[config.mk]
export PLATFORM = sky130hd
export DESIGN_NAME = greenhouse_climate_controller
export DESIGN_NICKNAME = d
export VERILOG_FILES = /design/src/sv/ghc_pkg.sv /design/src/sv/greenhouse_climate_controller.sv /design/src/sv/ghc_regs.sv
export SDC_FILE = /design/constraint.sdc
export NUM_CORES = 1
export LEC_CHECK = 0
export BUFFER_PORTS_ARGS = -buffer_cell sky130_fd_sc_hd__buf_2
export CORE_ASPECT_RATIO = 0.75
export CORE_MARGIN = 8
export CORE_UTILIZATION = 45
export CTS_BUF_LIST = sky130_fd_sc_hd__clkbuf_2 sky130_fd_sc_hd__clkbuf_4 sky130_fd_sc_hd__clkbuf_8
export CTS_CLUSTER_SIZE = 8
export DETAILED_ROUTE_END_ITERATION = 8
export GPL_TIMING_DRIVEN = 0
export MAX_ROUTING_LAYER = met4
export PLACE_DENSITY = 0.7
export RECOVER_POWER = 50
export SYNTH_ARGS = -nofsm -noshare
export SYNTH_HDL_FRONTEND = slang
export SYNTH_SLANG_ARGS = --single-unit
[constraint.sdc]
create_clock -name clk -period 8.4 [get_ports clk]
set_clock_uncertainty 0.15 [all_clocks]
set_input_delay 1.68 -clock clk [delete_from_list [all_inputs] [get_ports clk]]
set_output_delay 1.68 -clock clk [all_outputs]
set_load 0.05 [all_outputs]
[src/sv/ghc_pkg.sv]
// ----------------------------------------------------------------------------
// ghc_pkg
// Shared types and constants of the greenhouse climate controller.
// ----------------------------------------------------------------------------
`default_nettype none

package ghc_pkg;

  localparam int MOISTURE_SAMPLE_COUNT = 5;
  localparam int SAMPLE_W = 10;
  localparam int TEMP_W = 12;
  localparam int TOL_W = 9;
  localparam int TIME_W = 32;
  localparam int SUM_W = 13;
  localparam int THR_W = 14;

  // sum / 5 == (sum * AVG_MUL) >> AVG_SHIFT, exact for every 13-bit sum
  localparam int AVG_MUL_W = 16;
  localparam logic [AVG_MUL_W-1:0] AVG_MUL = 16'd52429;
  localparam int AVG_SHIFT = 18;
  localparam int PROD_W = SUM_W + AVG_MUL_W;

  localparam int ADDR_W = 5;
  localparam int IDX_W = 3;
  localparam int DATA_W = 32;

  localparam logic [IDX_W-1:0] REG_TARGET_TEMP = 3'd0;
  localparam logic [IDX_W-1:0] REG_TEMP_TOL = 3'd1;
  localparam logic [IDX_W-1:0] REG_FAN_HUM = 3'd2;
  localparam logic [IDX_W-1:0] REG_LIGHT_ON = 3'd3;
  localparam logic [IDX_W-1:0] REG_LIGHT_OFF = 3'd4;
  localparam logic [IDX_W-1:0] REG_SOIL_DRY = 3'd5;
  localparam logic [IDX_W-1:0] REG_PUMP_RUN = 3'd6;
  localparam logic [IDX_W-1:0] REG_PUMP_PAUSE = 3'd7;

  typedef struct packed {
    logic signed [TEMP_W-1:0] target_temperature;
    logic [TOL_W-1:0] temperature_tolerance;
    logic [SAMPLE_W-1:0] fan_humidity_above;
    logic [SAMPLE_W-1:0] light_on_below;
    logic [SAMPLE_W-1:0] light_off_above;
    logic [SAMPLE_W-1:0] soil_dry_below;
    logic [TIME_W-1:0] pump_run_ms;
    logic [TIME_W-1:0] pump_pause_ms;
  } cfg_t;

  localparam cfg_t CFG_RESET = '{
    target_temperature: 12'sd250,
    temperature_tolerance: 9'd20,
    fan_humidity_above: 10'd550,
    light_on_below: 10'd450,
    light_off_above: 10'd550,
    soil_dry_below: 10'd350,
    pump_run_ms: 32'd3000,
    pump_pause_ms: 32'd30000
  };

endpackage

`default_nettype wire

[src/sv/greenhouse_climate_controller.sv]
// ----------------------------------------------------------------------------
// greenhouse_climate_controller
// One control tick in, one actuator result out.
// ----------------------------------------------------------------------------
// Each input transaction on s_axis is one control tick: temperature, humidity,
// light level, five soil moisture samples and the millisecond time. Each tick
// yields exactly one output transaction on m_axis with the grow light, pump,
// heater and fan commands and the truncated moisture average.
// The moisture samples are summed into the input register; the average
// (reciprocal multiply), hysteresis and pump timing are resolved between the
// input register and the output register, where the controller state updates.
// The result of a tick reaches m_axis through the input register and then the
// output register, which drives m_axis_tvalid.
// Throughput is one tick per cycle while m_axis is not stalled, set by the single compute stage.
// A stalled m_axis holds its result; the input register still takes one more
// tick, and s_axis_tready drops only when both registers are full.
// Synchronous reset clears both valid flags and the controller state and
// loads the registers with their defaults. Thresholds are to be written over
// APB only while no tick is in flight; the block does not enforce this.
// ----------------------------------------------------------------------------
`default_nettype none

module greenhouse_climate_controller (
  input  wire logic                        clk,
  input  wire logic                        rst,
  // tdata: temperature_tenths[11:0], humidity_tenths[21:12], light_level[31:22],
  //        moisture_sample_0..4[81:32] (10 bits each), now_ms[113:82]
  input  wire logic                        s_axis_tvalid,
  output logic                             s_axis_tready,
  input  wire logic [119:0]                s_axis_tdata,
  // tdata: grow_light_on[0], pump_running[1], heater_running[2],
  //        fan_running[3], moisture_average[13:4]
  output logic                             m_axis_tvalid,
  input  wire logic                        m_axis_tready,
  output logic      [15:0]                 m_axis_tdata,
  input  wire logic                        psel,
  input  wire logic                        penable,
  input  wire logic                        pwrite,
  input  wire logic [ghc_pkg::ADDR_W-1:0]  paddr,
  input  wire logic [ghc_pkg::DATA_W-1:0]  pwdata,
  output logic      [ghc_pkg::DATA_W-1:0]  prdata,
  output logic                             pready
);
  import ghc_pkg::*;

  cfg_t cfg;

  ghc_regs u_regs (
    .clk     (clk),
    .rst     (rst),
    .psel    (psel),
    .penable (penable),
    .pwrite  (pwrite),
    .paddr   (paddr),
    .pwdata  (pwdata),
    .prdata  (prdata),
    .pready  (pready),
    .cfg     (cfg)
  );

  logic                     in_valid;
  logic signed [TEMP_W-1:0] in_temp;
  logic [SAMPLE_W-1:0]      in_hum;
  logic [SAMPLE_W-1:0]      in_light;
  logic [SUM_W-1:0]         in_sum;
  logic [TIME_W-1:0]        in_now;

  logic                     light_flag;
  logic                     heater_flag;
  logic                     pump_flag;
  logic [TIME_W-1:0]        pump_started_at;
  logic [TIME_W-1:0]        pump_stopped_at;

  logic                     light_flag_next;
  logic                     heater_flag_next;
  logic                     pump_flag_next;
  logic [TIME_W-1:0]        pump_started_at_next;
  logic [TIME_W-1:0]        pump_stopped_at_next;

  logic                     out_valid;
  logic [15:0]              out_data;

  logic                     advance;
  logic [SUM_W-1:0]         sample_sum;
  logic [PROD_W-1:0]        avg_prod;
  logic [SAMPLE_W-1:0]      avg;
  logic signed [THR_W-1:0]  temp_x;
  logic signed [THR_W-1:0]  target_x;
  logic signed [THR_W-1:0]  tol_x;
  logic signed [THR_W-1:0]  heat_on_thr;
  logic signed [THR_W-1:0]  fan_temp_thr;
  logic [TIME_W-1:0]        since_stop;
  logic [TIME_W-1:0]        since_start;
  logic                     dry;
  logic                     fan;

  assign advance = in_valid && (!out_valid || m_axis_tready);
  assign s_axis_tready = !in_valid || advance;

  always_comb begin
    sample_sum = '0;
    for (int i = 0; i < MOISTURE_SAMPLE_COUNT; i++) begin
      sample_sum = sample_sum + SUM_W'(s_axis_tdata[32 + SAMPLE_W*i +: SAMPLE_W]);
    end
  end

  always_ff @(posedge clk) begin
    if (rst) begin
      in_valid <= 1'b0;
    end else if (s_axis_tready) begin
      in_valid <= s_axis_tvalid;
    end
    if (s_axis_tready && s_axis_tvalid) begin
      in_temp  <= s_axis_tdata[11:0];
      in_hum   <= s_axis_tdata[21:12];
      in_light <= s_axis_tdata[31:22];
      in_sum   <= sample_sum;
      in_now   <= s_axis_tdata[113:82];
    end
  end

  assign avg_prod = PROD_W'(in_sum) * PROD_W'(AVG_MUL);
  assign avg = avg_prod[AVG_SHIFT +: SAMPLE_W];

  assign temp_x = THR_W'(in_temp);
  assign target_x = THR_W'(cfg.target_temperature);
  assign tol_x = signed'(THR_W'(cfg.temperature_tolerance));
  assign heat_on_thr = target_x - tol_x;
  assign fan_temp_thr = target_x + tol_x;

  assign since_stop = in_now - pump_stopped_at;
  assign since_start = in_now - pump_started_at;
  assign dry = avg < cfg.soil_dry_below;

  always_comb begin
    light_flag_next = light_flag;
    if (in_light < cfg.light_on_below) begin
      light_flag_next = 1'b1;
    end else if (in_light > cfg.light_off_above) begin
      light_flag_next = 1'b0;
    end

    heater_flag_next = heater_flag;
    if (temp_x < heat_on_thr) begin
      heater_flag_next = 1'b1;
    end else if (temp_x > target_x) begin
      heater_flag_next = 1'b0;
    end

    pump_flag_next = pump_flag;
    pump_started_at_next = pump_started_at;
    pump_stopped_at_next = pump_stopped_at;
    if (dry) begin
      if (!pump_flag) begin
        if (since_stop >= cfg.pump_pause_ms) begin
          pump_flag_next = 1'b1;
          pump_started_at_next = in_now;
        end
      end else if (since_start >= cfg.pump_run_ms) begin
        pump_flag_next = 1'b0;
        pump_stopped_at_next = in_now;
      end
    end else if (pump_flag) begin
      pump_flag_next = 1'b0;
      pump_stopped_at_next = in_now;
    end

    fan = (in_hum > cfg.fan_humidity_above) || (temp_x > fan_temp_thr) || heater_flag_next;
  end

  always_ff @(posedge clk) begin
    if (rst) begin
      light_flag      <= 1'b0;
      heater_flag     <= 1'b0;
      pump_flag       <= 1'b0;
      pump_started_at <= '0;
      pump_stopped_at <= '0;
      out_valid       <= 1'b0;
    end else begin
      if (advance) begin
        light_flag      <= light_flag_next;
        heater_flag     <= heater_flag_next;
        pump_flag       <= pump_flag_next;
        pump_started_at <= pump_started_at_next;
        pump_stopped_at <= pump_stopped_at_next;
        out_valid       <= 1'b1;
      end else if (m_axis_tready) begin
        out_valid <= 1'b0;
      end
    end
    if (advance) begin
      out_data <= {2'b00, avg, fan, heater_flag_next, pump_flag_next, light_flag_next};
    end
  end

  assign m_axis_tvalid = out_valid;
  assign m_axis_tdata = out_data;

  a_heater_fan: assert property (@(posedge clk) disable iff (rst)
    m_axis_tvalid |-> (!m_axis_tdata[2] || m_axis_tdata[3]))
    else $error("heater on without fan");

  a_pump_start: assert property (@(posedge clk) disable iff (rst)
    $rose(pump_flag) |-> (pump_started_at == $past(in_now)))
    else $error("pump start time not captured");

  a_pump_stop: assert property (@(posedge clk) disable iff (rst)
    $fell(pump_flag) |-> (pump_stopped_at == $past(in_now)))
    else $error("pump stop time not captured");

  a_state_hold: assert property (@(posedge clk) disable iff (rst)
    !advance |=> ($stable(pump_flag) && $stable(light_flag) && $stable(heater_flag)))
    else $error("controller state changed without a tick");

endmodule

`default_nettype wire

[src/sv/ghc_regs.sv]
// ----------------------------------------------------------------------------
// ghc_regs
// APB register file holding the controller thresholds and pump limits.
// ----------------------------------------------------------------------------
`default_nettype none

module ghc_regs (
  input  wire logic                        clk,
  input  wire logic                        rst,
  input  wire logic                        psel,
  input  wire logic                        penable,
  input  wire logic                        pwrite,
  input  wire logic [ghc_pkg::ADDR_W-1:0]  paddr,
  input  wire logic [ghc_pkg::DATA_W-1:0]  pwdata,
  output logic      [ghc_pkg::DATA_W-1:0]  prdata,
  output logic                             pready,
  output ghc_pkg::cfg_t                    cfg
);
  import ghc_pkg::*;

  logic [IDX_W-1:0] idx;
  logic             wr;

  assign idx = paddr[ADDR_W-1:2];
  assign pready = 1'b1;
  assign wr = psel && penable && pwrite && pready;

  always_ff @(posedge clk) begin
    if (rst) begin
      cfg <= CFG_RESET;
    end else if (wr) begin
      unique case (idx)
        REG_TARGET_TEMP: cfg.target_temperature <= pwdata[TEMP_W-1:0];
        REG_TEMP_TOL:    cfg.temperature_tolerance <= pwdata[TOL_W-1:0];
        REG_FAN_HUM:     cfg.fan_humidity_above <= pwdata[SAMPLE_W-1:0];
        REG_LIGHT_ON:    cfg.light_on_below <= pwdata[SAMPLE_W-1:0];
        REG_LIGHT_OFF:   cfg.light_off_above <= pwdata[SAMPLE_W-1:0];
        REG_SOIL_DRY:    cfg.soil_dry_below <= pwdata[SAMPLE_W-1:0];
        REG_PUMP_RUN:    cfg.pump_run_ms <= pwdata;
        REG_PUMP_PAUSE:  cfg.pump_pause_ms <= pwdata;
        default: ;
      endcase
    end
  end

  always_comb begin
    unique case (idx)
      REG_TARGET_TEMP: prdata = DATA_W'(unsigned'(cfg.target_temperature));
      REG_TEMP_TOL:    prdata = DATA_W'(cfg.temperature_tolerance);
      REG_FAN_HUM:     prdata = DATA_W'(cfg.fan_humidity_above);
      REG_LIGHT_ON:    prdata = DATA_W'(cfg.light_on_below);
      REG_LIGHT_OFF:   prdata = DATA_W'(cfg.light_off_above);
      REG_SOIL_DRY:    prdata = DATA_W'(cfg.soil_dry_below);
      REG_PUMP_RUN:    prdata = cfg.pump_run_ms;
      REG_PUMP_PAUSE:  prdata = cfg.pump_pause_ms;
      default:         prdata = '0;
    endcase
  end

endmodule

`default_nettype wire

Yosys cells after proc, flatten, opt, wreduce, memory -nomap -nowiden
Cells that the tools add are included.
W data, S select, Z words.
{"block": "word_totals", "input_bits": 164, "wordCells": 85, "output_inout_bits": 51, "register_bits": 285}
{"block": "op_classes", "n_reduce_logical": 22, "eq_ne": 8, "mux": 15, "n_mul": 1, "n_addsub": 8, "magnitude_cmp": 9, "bitwise_logic": 1}
{"cell": "$pmux W32 S8", "count": 1}
{"cell": "$mux W32", "count": 4}
{"cell": "$ge A32 B32 Y1", "count": 2}
{"cell": "$sub A32 B32 Y32", "count": 2}
{"cell": "$mul A13 B16 Y28 const B", "count": 1}
{"cell": "$add A12 B10 Y13", "count": 2}
{"cell": "$gt A10 B10 Y1", "count": 2}
{"cell": "$lt A10 B10 Y1", "count": 2}
{"cell": "$reduce_and A2 Y1", "count": 8}
{"cell": "$add A13 B10 Y13", "count": 1}
{"cell": "$gt A12 B13 Y1", "count": 1}
{"cell": "$lt A12 B13 Y1", "count": 1}
{"cell": "$sub A12 B10 Y13", "count": 1}
{"cell": "$add A11 B10 Y12", "count": 1}
{"cell": "$eq A3 B3 Y1 const B", "count": 4}
{"cell": "$gt A12 B12 Y1", "count": 1}
{"cell": "$add A10 B10 Y11", "count": 1}
{"cell": "$mux W1", "count": 10}
{"cell": "$eq A3 B2 Y1 const B", "count": 2}
{"cell": "$logic_and A1 B1 Y1", "count": 4}
{"cell": "$logic_or A1 B1 Y1", "count": 4}
{"cell": "$reduce_and A4 Y1", "count": 1}
{"cell": "$eq A3 B1 Y1 const B", "count": 1}
{"cell": "$logic_not A3 Y1", "count": 1}
{"cell": "5 further kinds", "count": 6}

Longest topological paths before layout
Gate-level depths: netlist of run 1.
{"block": "depth", "word_depth": 5, "mapped_depth": 30, "mapped_depth_nobuf": 29}

By module
Synthesis of run 1 repeated with hierarchy kept, for this count alone.
{"block": "hier_totals", "cells_unflattened": 2478, "area_unflattened_um2": 22146.2}
{"module": "greenhouse_climate_controller", "instances": 1, "seq_area_each_um2": 4113.9, "cells_per_inst": 1795, "area_per_inst_um2": 16622.2}
{"module": "ghc_regs", "instances": 1, "seq_area_each_um2": 2502.4, "cells_per_inst": 683, "area_per_inst_um2": 5524.0}

Least setup slack after synthesis of run 1
No wires, ideal clock.
{"block": "synth_timing", "path_kind": "register to register", "startpoint": "register in_sum[5]", "endpoint": "register pump_started_at[10]", "path_stages_with_launch": 28, "synth_period_minus_slack_ns": 6.541, "path_buffers": 1, "setup_ns": 0.128, "setup_slack_ns": 1.859, "arrival_time_ns": 6.264, "required_ns": 8.122, "path_cell_list": "edfxtp_1 inv_1 ha_1 fa_1 fa_1 inv_1 fa_1 inv_1 fa_1 inv_1 ha_1 nand2_1 nor2_1 o311ai_1 a2111oi_0 o31a_1 nor2_1 xnor2_1 ha_1 a21o_1 a21o_1 a21o_1 nor3_1 o21ai_0 a21oi_2 buf_2 mux2i_1 nor2_1"}
{"block": "synth_via", "elab_chain_len": 3}
{"item": "start, declared", "line": "greenhouse_climate_controller.sv:65", "text": "logic [SUM_W-1:0] in_sum;"}
{"item": "start signal, assigned", "line": "greenhouse_climate_controller.sv:117", "text": "in_sum <= sample_sum;"}
{"item": "$mul A13 B16 Y28", "line": "greenhouse_climate_controller.sv:122", "text": "assign avg_prod = PROD_W'(in_sum) * PROD_W'(AVG_MUL);"}
{"item": "via avg_prod[25]", "line": "greenhouse_climate_controller.sv:85", "text": "logic [PROD_W-1:0] avg_prod;"}
{"item": "$lt A10 B10 Y1", "line": "greenhouse_climate_controller.sv:133", "text": "assign dry = avg < cfg.soil_dry_below;"}
{"item": "$reduce_and A4 Y1 (no source line)"}
{"item": "end signal, assigned", "line": "greenhouse_climate_controller.sv:184", "text": "pump_started_at <= pump_started_at_next;"}
{"item": "end, declared", "line": "greenhouse_climate_controller.sv:71", "text": "logic [TIME_W-1:0] pump_started_at;"}
The timed path passes the listed nets, and every way through them passes these cells.
A chain may end at the register's enable or synchronous reset.

Worst setup path after layout of run 1
{"block": "layout_timing", "startpoint": "register in_sum[7]", "endpoint": "register pump_started_at[12]"}
Same word-level chain as after synthesis.

==> results of run 1 <==
-- layout by cell type (no fill, tap or decap), drive strengths merged, types with 59 or more instances in the layout --
cell / instances
a21oi: 201
buf: 186
clkbuf: 168
dfxtp: 194
edfxtp: 91
fa: 81
ha: 311
inv: 350
mux2i: 108
nand2: 223
nor2: 170
o21ai: 70
xnor2: 59
-- per-layer routing --
layer	GRT usage [%]	vias up	routed length, um
met5	-	-	0
met2	35.35	627	27580
met1	30.25	8554	28910
met4	5.950	0	1481
li1	-	8770	-
met3	4.323	116	4746
-- state kept, by name, summed over array words and instances (netlist names), 10 cells and up --
name / count
u_regs.cfg: 125
pump_stopped_at: 32
in_hum: 10
in_now: 32
pump_started_at: 32
in_temp: 12
m_axis_tdata: 14
in_sum: 13
in_light: 10
-- cell families after synthesis --
family                   after synthesis  synth area share [%]
adder cells (fa/ha/maj)              392                 25.53
buffers and inverters                429                 7.580
XOR/XNOR                              89                 3.611
AND/OR/NAND/NOR                      572                 11.85
flip-flops                           285                 30.65
multiplexers                         113                 5.529
AO/OA/AOI/OAI                        515                 15.22
other                                  2               0.03479
-- final timing paths --
path                       from             endpoint  depth (start not counted)
hold / removal    u_regs.cfg[9]        u_regs.cfg[9]                          2
setup / recovery      in_sum[7]  pump_started_at[12]                         27
hold reg to reg   u_regs.cfg[9]        u_regs.cfg[9]                          2
setup reg to reg      in_sum[7]  pump_started_at[12]                         27
-- worst register-to-register path, cell delays in order (launching register included) --
cell and delay [ns]:
sky130_fd_sc_hd__edfxtp_1 0.48, sky130_fd_sc_hd__ha_1 0.35, sky130_fd_sc_hd__inv_1 0.06, sky130_fd_sc_hd__fa_1 0.53, sky130_fd_sc_hd__fa_1 0.53, sky130_fd_sc_hd__inv_1 0.06, sky130_fd_sc_hd__fa_1 0.55, sky130_fd_sc_hd__inv_1 0.06
sky130_fd_sc_hd__fa_1 0.51, sky130_fd_sc_hd__inv_1 0.05, sky130_fd_sc_hd__ha_1 0.26, sky130_fd_sc_hd__nand2_1 0.04, sky130_fd_sc_hd__nor2_1 0.13, sky130_fd_sc_hd__o311ai_1 0.20, sky130_fd_sc_hd__a2111oi_1 0.60, sky130_fd_sc_hd__o31a_1 0.24
sky130_fd_sc_hd__nor2_1 0.06, sky130_fd_sc_hd__xnor2_1 0.41, sky130_fd_sc_hd__ha_1 0.35, sky130_fd_sc_hd__a21o_1 0.16, sky130_fd_sc_hd__a21o_1 0.19, sky130_fd_sc_hd__a21o_1 0.19, sky130_fd_sc_hd__nor3_1 0.13, sky130_fd_sc_hd__o21ai_0 0.14
sky130_fd_sc_hd__a21oi_2 0.62, sky130_fd_sc_hd__buf_2 0.45, sky130_fd_sc_hd__mux2i_1 0.23, sky130_fd_sc_hd__nor2_1 0.06
-- layout make-up --
cell class	count	area, um2
inverters	349	1310
diodes	2	5.005
flip-flops and latches	285	6616
fillers	4409	22890
well taps	639	799.5
repair buffers	197	964.7
plain buffers	80	326.6
multi-input cells	1684	13340
clock buffers	77	947.2
clock inverters	19	200.2
-- timing repair --
action                     in CTS  in global routing
hold buffers                    0                  0
setup endpoints to repair       0                 49
setup buffers                   0                  3
resized for setup               0                  1
-- metrics by stage --
stage | area [um2] | utilization (%)
finish | 24510 | 51.71
global route | 24510 | 51.71
CTS | 24540 | 51.77
detailed placement | 23390 | 49.35
global placement | 23360 | 49.28
floorplan | 21590 | -
==> impl_metrics.xml, run 1 <==
<?xml version="1.0" encoding="UTF-8"?>
<metrics>
  <group name="status">
    <metric name="status" unit="">finished with violations</metric>
    <metric name="violations" unit="">max-capacitance violations, max-slew violations</metric>
  </group>
  <group name="sta">
    <metric name="timing.final.ws_setup" unit="ns">0.4644</metric>
    <metric name="maxSlewViolCount" unit="">80</metric>
    <metric name="worst_hold_slack" unit="ns">0.3128</metric>
    <metric name="worst_slew_margin_rel" unit="%">-79.33</metric>
    <metric name="timing_worst_slew_pin_value" unit="ns">2.690</metric>
    <metric name="setup_viol" unit="">0</metric>
    <metric name="final.period_utilization" unit="%">94.47</metric>
    <metric name="unrepaired_setup_endpoints_after_global_routing" unit="">false</metric>
    <metric name="time_the_worst_path_needs_with_i_o_delays_and_setup" unit="ns">7.936</metric>
    <metric name="timing.fmax" unit="MHz">126.0</metric>
    <metric name="report.final.hold_viol_count" unit="">0</metric>
    <metric name="fin_setup_tns" unit="ns">0</metric>
  </group>
  <group name="clock_network">
    <metric name="total_clock_buffers_created_by_cts" unit="">51</metric>
    <metric name="cts_root_buf" unit="">sky130_fd_sc_hd__clkbuf_8</metric>
    <metric name="clkSlewWorstSetupHoldPaths" unit="ns">0.06</metric>
    <metric name="number_of_buffers_on_the_longest_clock_path" unit="">3</metric>
    <metric name="clock_sinks" unit="">285</metric>
    <metric name="clock_latency" unit="ns">0.66</metric>
    <metric name="ctsHtreeMaxLevel" unit="">2</metric>
    <metric name="tritoncts_clock_tree" unit="">done</metric>
  </group>
  <group name="routing">
    <metric name="drtAntennaViolNets" unit="">0</metric>
    <metric name="drt_iter0_markers" unit="">1456</metric>
    <metric name="detail_route.first_pass.iterations" unit="">5</metric>
    <metric name="drc_markers" unit="">0</metric>
    <metric name="drt-wirelength-per-cell" unit="um">18.82</metric>
    <metric name="detail_route.wirelength" unit="um">62720</metric>
    <metric name="dr_total_vias" unit="">18070</metric>
    <metric name="post_drt_via_cell_ratio" unit="">5.422</metric>
  </group>
  <group name="global_route">
    <metric name="grt_pass1_vias" unit="">18100</metric>
    <metric name="grt_max_degree" unit="">46</metric>
    <metric name="grt_first_pass_wirelength" unit="um">96940</metric>
    <metric name="grt_antenna_before_repair" unit="">3</metric>
    <metric name="grt_usage" unit="%">22.73</metric>
    <metric name="globalRoute.totalOverflow" unit="">0</metric>
  </group>
  <group name="die">
    <metric name="chipWidth" unit="um">268.9</metric>
    <metric name="die_area" unit="um2">55310</metric>
    <metric name="core_area" unit="um2">47400</metric>
    <metric name="design.portCount" unit="">215</metric>
    <metric name="starting_utilization_of_the_core_area" unit="%">45.55</metric>
    <metric name="die_h" unit="um">205.7</metric>
    <metric name="std_cell_rows" unit="">69</metric>
  </group>
  <group name="synthesis">
    <metric name="biggest_area_contributors_in_the_synthesized_netlist" unit="">sky130_fd_sc_hd__ha_1, sky130_fd_sc_hd__dfxtp_1, sky130_fd_sc_hd__edfxtp_1</metric>
    <metric name="syn-instance-count" unit="">2397</metric>
    <metric name="synth_largest_type_area_fraction" unit="%">18.02</metric>
    <metric name="synth_commonest_cells" unit="">sky130_fd_sc_hd__inv_1, sky130_fd_sc_hd__ha_1, sky130_fd_sc_hd__nand2_1</metric>
    <metric name="synth_enable_flop_cells" unit="">91</metric>
    <metric name="yosys_register_bits" unit="">285</metric>
    <metric name="syn-cell-area" unit="um2">21590</metric>
    <metric name="yosys_most_used_dff" unit="">sky130_fd_sc_hd__dfxtp_1</metric>
    <metric name="yosys_warnings" unit="">0</metric>
    <metric name="synth.most_common_cell" unit="">sky130_fd_sc_hd__inv_1</metric>
    <metric name="synthDominantAreaCellType" unit="">sky130_fd_sc_hd__ha_1</metric>
    <metric name="ys_async_sr_fraction" unit="%">0</metric>
    <metric name="synth.yosys.seq_area_share" unit="%">30.65</metric>
    <metric name="synth_area_per_cell" unit="um2">9.007</metric>
    <metric name="synth.lib_cells_used.distinct" unit="">69</metric>
  </group>
  <group name="setup_path">
    <metric name="timing.critical_path.fanout_max" unit="">10</metric>
    <metric name="cp-start-kind" unit="">flop</metric>
    <metric name="critical-path-top-delay-family" unit="">adder cells</metric>
    <metric name="critical_path_arrival" unit="ns">8.27</metric>
    <metric name="worst_ep_required_time" unit="ns">8.74</metric>
    <metric name="cp_max_stage_cell" unit="">sky130_fd_sc_hd__a21oi_2</metric>
    <metric name="cp.buffers_inverters" unit="">5</metric>
    <metric name="timing.setup.critical_path_class" unit="">reg -&gt; reg</metric>
    <metric name="maximum_cell_stage_delay_along_the_critical_path" unit="ns">0.62</metric>
    <metric name="end_kind" unit="">flop</metric>
    <metric name="r2r_slack" unit="ns">0.46</metric>
  </group>
  <group name="place">
    <metric name="numPortBuffers" unit="">193</metric>
    <metric name="preCtsSetupSlack" unit="ns">0.1989</metric>
    <metric name="routabilityCongestion" unit="">0.9352</metric>
    <metric name="place.detailed.instances" unit="">3231</metric>
    <metric name="detailed_place_hpwl" unit="um">50700</metric>
  </group>
  <group name="cells_and_area">
    <metric name="area.growth.synth_to_final" unit="%">13.53</metric>
    <metric name="final_nets" unit="">3204</metric>
    <metric name="final_cell_count_no_fill" unit="">3332</metric>
    <metric name="drive_gt1_share" unit="%">10.81</metric>
  </group>
  <group name="job">
    <metric name="drv_cap" unit="">2</metric>
  </group>
  <group name="min_path">
    <metric name="hold_class" unit="">reg -&gt; reg</metric>
  </group>
</metrics>
Power of run 1 is left out: the tool's default activity adds up to more than one toggle a clock period on the data nets, which glitch-free logic cannot reach.
==> run 2, diff against run 1 <==
Settings changed: RECOVER_POWER 50 to 25.
==> run 2 against run 1 <==
  * The flow still finishes with violations (max-capacitance violations, max-slew violations)
  * Maximum frequency barely moved
  * Critical path depth did not move
  * Die area did not move
  * Via count barely moved
  * Routed wire length fell by 0.24%
  * Highest routed layer unchanged
==> impl_metrics.xml, run 2 (same netlist as run 1, synthesis figures left out) <==
<?xml version="1.0" encoding="UTF-8"?>
<metrics>
  <group name="status">
    <metric name="status" unit="">finished with violations</metric>
    <metric name="violations" unit="">max-capacitance violations, max-slew violations</metric>
  </group>
  <group name="routing">
    <metric name="dr_total_vias" unit="">18080</metric>
    <metric name="detail_route.first_pass.iterations" unit="">6</metric>
    <metric name="post_drt_via_cell_ratio" unit="">5.427</metric>
    <metric name="detail_route.wirelength" unit="um">62560</metric>
    <metric name="drc_markers" unit="">0</metric>
    <metric name="drt_iter0_markers" unit="">1455</metric>
    <metric name="drtAntennaViolNets" unit="">0</metric>
    <metric name="drt-wirelength-per-cell" unit="um">18.78</metric>
  </group>
  <group name="job">
    <metric name="drv_cap" unit="">2</metric>
  </group>
  <group name="global_route">
    <metric name="grt_antenna_before_repair" unit="">3</metric>
    <metric name="grt_max_degree" unit="">46</metric>
    <metric name="grt_first_pass_wirelength" unit="um">96940</metric>
    <metric name="grt_pass1_vias" unit="">18100</metric>
    <metric name="grt_usage" unit="%">22.73</metric>
    <metric name="globalRoute.totalOverflow" unit="">0</metric>
  </group>
  <group name="setup_path">
    <metric name="cp_max_stage_cell" unit="">sky130_fd_sc_hd__a21oi_2</metric>
    <metric name="worstSetupStartpoint" unit="">in_sum[7]</metric>
    <metric name="cp-start-kind" unit="">flop</metric>
    <metric name="critical_path_arrival" unit="ns">8.27</metric>
    <metric name="timing.setup.critical_path_class" unit="">reg -&gt; reg</metric>
    <metric name="crit-reg2reg-launch" unit="">in_sum[7]</metric>
    <metric name="maximum_cell_stage_delay_along_the_critical_path" unit="ns">0.61</metric>
    <metric name="crit-reg2reg-capture" unit="">pump_started_at[12]</metric>
    <metric name="r2r_slack" unit="ns">0.46</metric>
    <metric name="worst_r2r_path_depth" unit="">27</metric>
    <metric name="critPathCapture" unit="">pump_started_at[12]</metric>
    <metric name="timing.critical_path.fanout_max" unit="">10</metric>
    <metric name="end_kind" unit="">flop</metric>
    <metric name="worst_ep_required_time" unit="ns">8.74</metric>
  </group>
  <group name="sta">
    <metric name="fin_setup_tns" unit="ns">0</metric>
    <metric name="unrepaired_setup_endpoints_after_global_routing" unit="">false</metric>
    <metric name="setup_viol" unit="">0</metric>
    <metric name="maxSlewViolCount" unit="">80</metric>
    <metric name="final.period_utilization" unit="%">94.48</metric>
    <metric name="timing_worst_slew_pin_value" unit="ns">2.692</metric>
    <metric name="timing.fmax" unit="MHz">126.0</metric>
    <metric name="time_the_worst_path_needs_with_i_o_delays_and_setup" unit="ns">7.936</metric>
    <metric name="worst_slew_margin_rel" unit="%">-79.44</metric>
    <metric name="report.final.hold_viol_count" unit="">0</metric>
  </group>
  <group name="clock_network">
    <metric name="clock_latency" unit="ns">0.66</metric>
    <metric name="total_clock_buffers_created_by_cts" unit="">51</metric>
    <metric name="cts_root_buf" unit="">sky130_fd_sc_hd__clkbuf_8</metric>
    <metric name="number_of_buffers_on_the_longest_clock_path" unit="">3</metric>
    <metric name="clock_sinks" unit="">285</metric>
    <metric name="tritoncts_clock_tree" unit="">done</metric>
    <metric name="ctsHtreeMaxLevel" unit="">2</metric>
    <metric name="clkSlewWorstSetupHoldPaths" unit="ns">0.07</metric>
  </group>
  <group name="cells_and_area">
    <metric name="nFillCells" unit="">4407</metric>
    <metric name="final_nets" unit="">3204</metric>
    <metric name="mostFrequentLayoutCells" unit="">sky130_fd_sc_hd__inv_1, sky130_fd_sc_hd__ha_1, sky130_fd_sc_hd__nand2_1</metric>
    <metric name="largest_register_ffs" unit="">125</metric>
    <metric name="mostFrequentLayoutCell" unit="">sky130_fd_sc_hd__inv_1</metric>
    <metric name="sequential_cell_area" unit="um2">6616</metric>
    <metric name="multiInputGateArea" unit="um2">13340</metric>
    <metric name="area.growth.synth_to_final" unit="%">13.61</metric>
    <metric name="drive_gt1_share" unit="%">11.33</metric>
    <metric name="top_register" unit="">u_regs.cfg</metric>
  </group>
  <group name="die">
    <metric name="chipWidth" unit="um">268.9</metric>
    <metric name="starting_utilization_of_the_core_area" unit="%">45.55</metric>
    <metric name="core_area" unit="um2">47400</metric>
    <metric name="die_h" unit="um">205.7</metric>
    <metric name="die_area" unit="um2">55310</metric>
    <metric name="design.portCount" unit="">215</metric>
    <metric name="std_cell_rows" unit="">69</metric>
  </group>
  <group name="place">
    <metric name="routabilityCongestion" unit="">0.9352</metric>
    <metric name="detailed_place_hpwl" unit="um">50700</metric>
    <metric name="numPortBuffers" unit="">193</metric>
  </group>
  <group name="min_path">
    <metric name="hold_class" unit="">reg -&gt; reg</metric>
  </group>
</metrics>
-- run 2: changes by cell type in the layout (fill, tap and decap cells not counted) --
| cell | delta |
|---|---|
| sky130_fd_sc_hd__clkbuf_1 | -16 |
| sky130_fd_sc_hd__buf_2 | +14 |
| sky130_fd_sc_hd__buf_1 | +2 |
-- run 2: worst min path at each step --
stage             startpoint       endpoint  slack [ns]  depth (start not counted)
3_3_place_gp   u_regs.cfg[6]  u_regs.cfg[6]        0.30                          2
5_1_grt        u_regs.cfg[9]  u_regs.cfg[9]        0.32                          2
2_1_floorplan  u_regs.cfg[6]  u_regs.cfg[6]        0.29                          2
4_1_cts        u_regs.cfg[9]  u_regs.cfg[9]        0.31                          2
3_5_place_dp   u_regs.cfg[9]  u_regs.cfg[9]        0.30                          2
6_report       u_regs.cfg[9]  u_regs.cfg[9]        0.31                          2
-- run 2: cell type report --
cell class / count / area share [%]
clock inverters: 19 / 0.8162
repair buffers: 197 / 4.004
clock buffers: 77 / 3.861
inverters: 349 / 5.341
flip-flops and latches: 285 / 26.97
multi-input cells: 1684 / 54.39
well taps: 639 / 3.260
diodes: 2 / 0.02040
plain buffers: 80 / 1.331
-- run 2: worst max-delay path: cells and delay by family (launching register included) --
kind                       cells  cell delay, ns
AOI/OAI and AO/OA              8            2.32
adders and majority gates      7            3.08
and+or+nand+nor                5            0.42
buffers and inverters          5            0.67
muxes                          1            0.22
DFF                            1            0.48
xor gates and xnor gates       1            0.42
-- run 2: repair_timing --
action                     CTS  global route
setup buffers                0             3
hold buffers                 0             0
resized for setup            0             1
setup endpoints to repair    0            49
-- run 2: per-layer routing --
layer / part of all wire [%] / vias up / global-route usage (%)
met5: 0 / - / -
met4: 2.3 / 0 / 5.950
met3: 7.7 / 113 / 4.323
met2: 44 / 663 / 35.35
met1: 46 / 8538 / 30.25
li1: - / 8768 / -
-- run 2: metrics by stage --
stage / instance area, um2 / util, % / hold WS, ns / setup slack (ns) / std cells
after floorplan: 21590 / - / 0.2863 / 1.859 / 2398
after global placement: 23360 / 49.28 / 0.2951 / 0.3738 / 3230
after global routing: 24530 / 51.75 / 0.3204 / 0.09753 / 3332
after CTS: 24540 / 51.77 / 0.3096 / 0.1720 / 3327
after detailed placement: 23390 / 49.35 / 0.3002 / 0.1989 / 3231
final: 24530 / 51.75 / 0.3119 / 0.4637 / 3332
Power of run 2 is left out for the same reason.
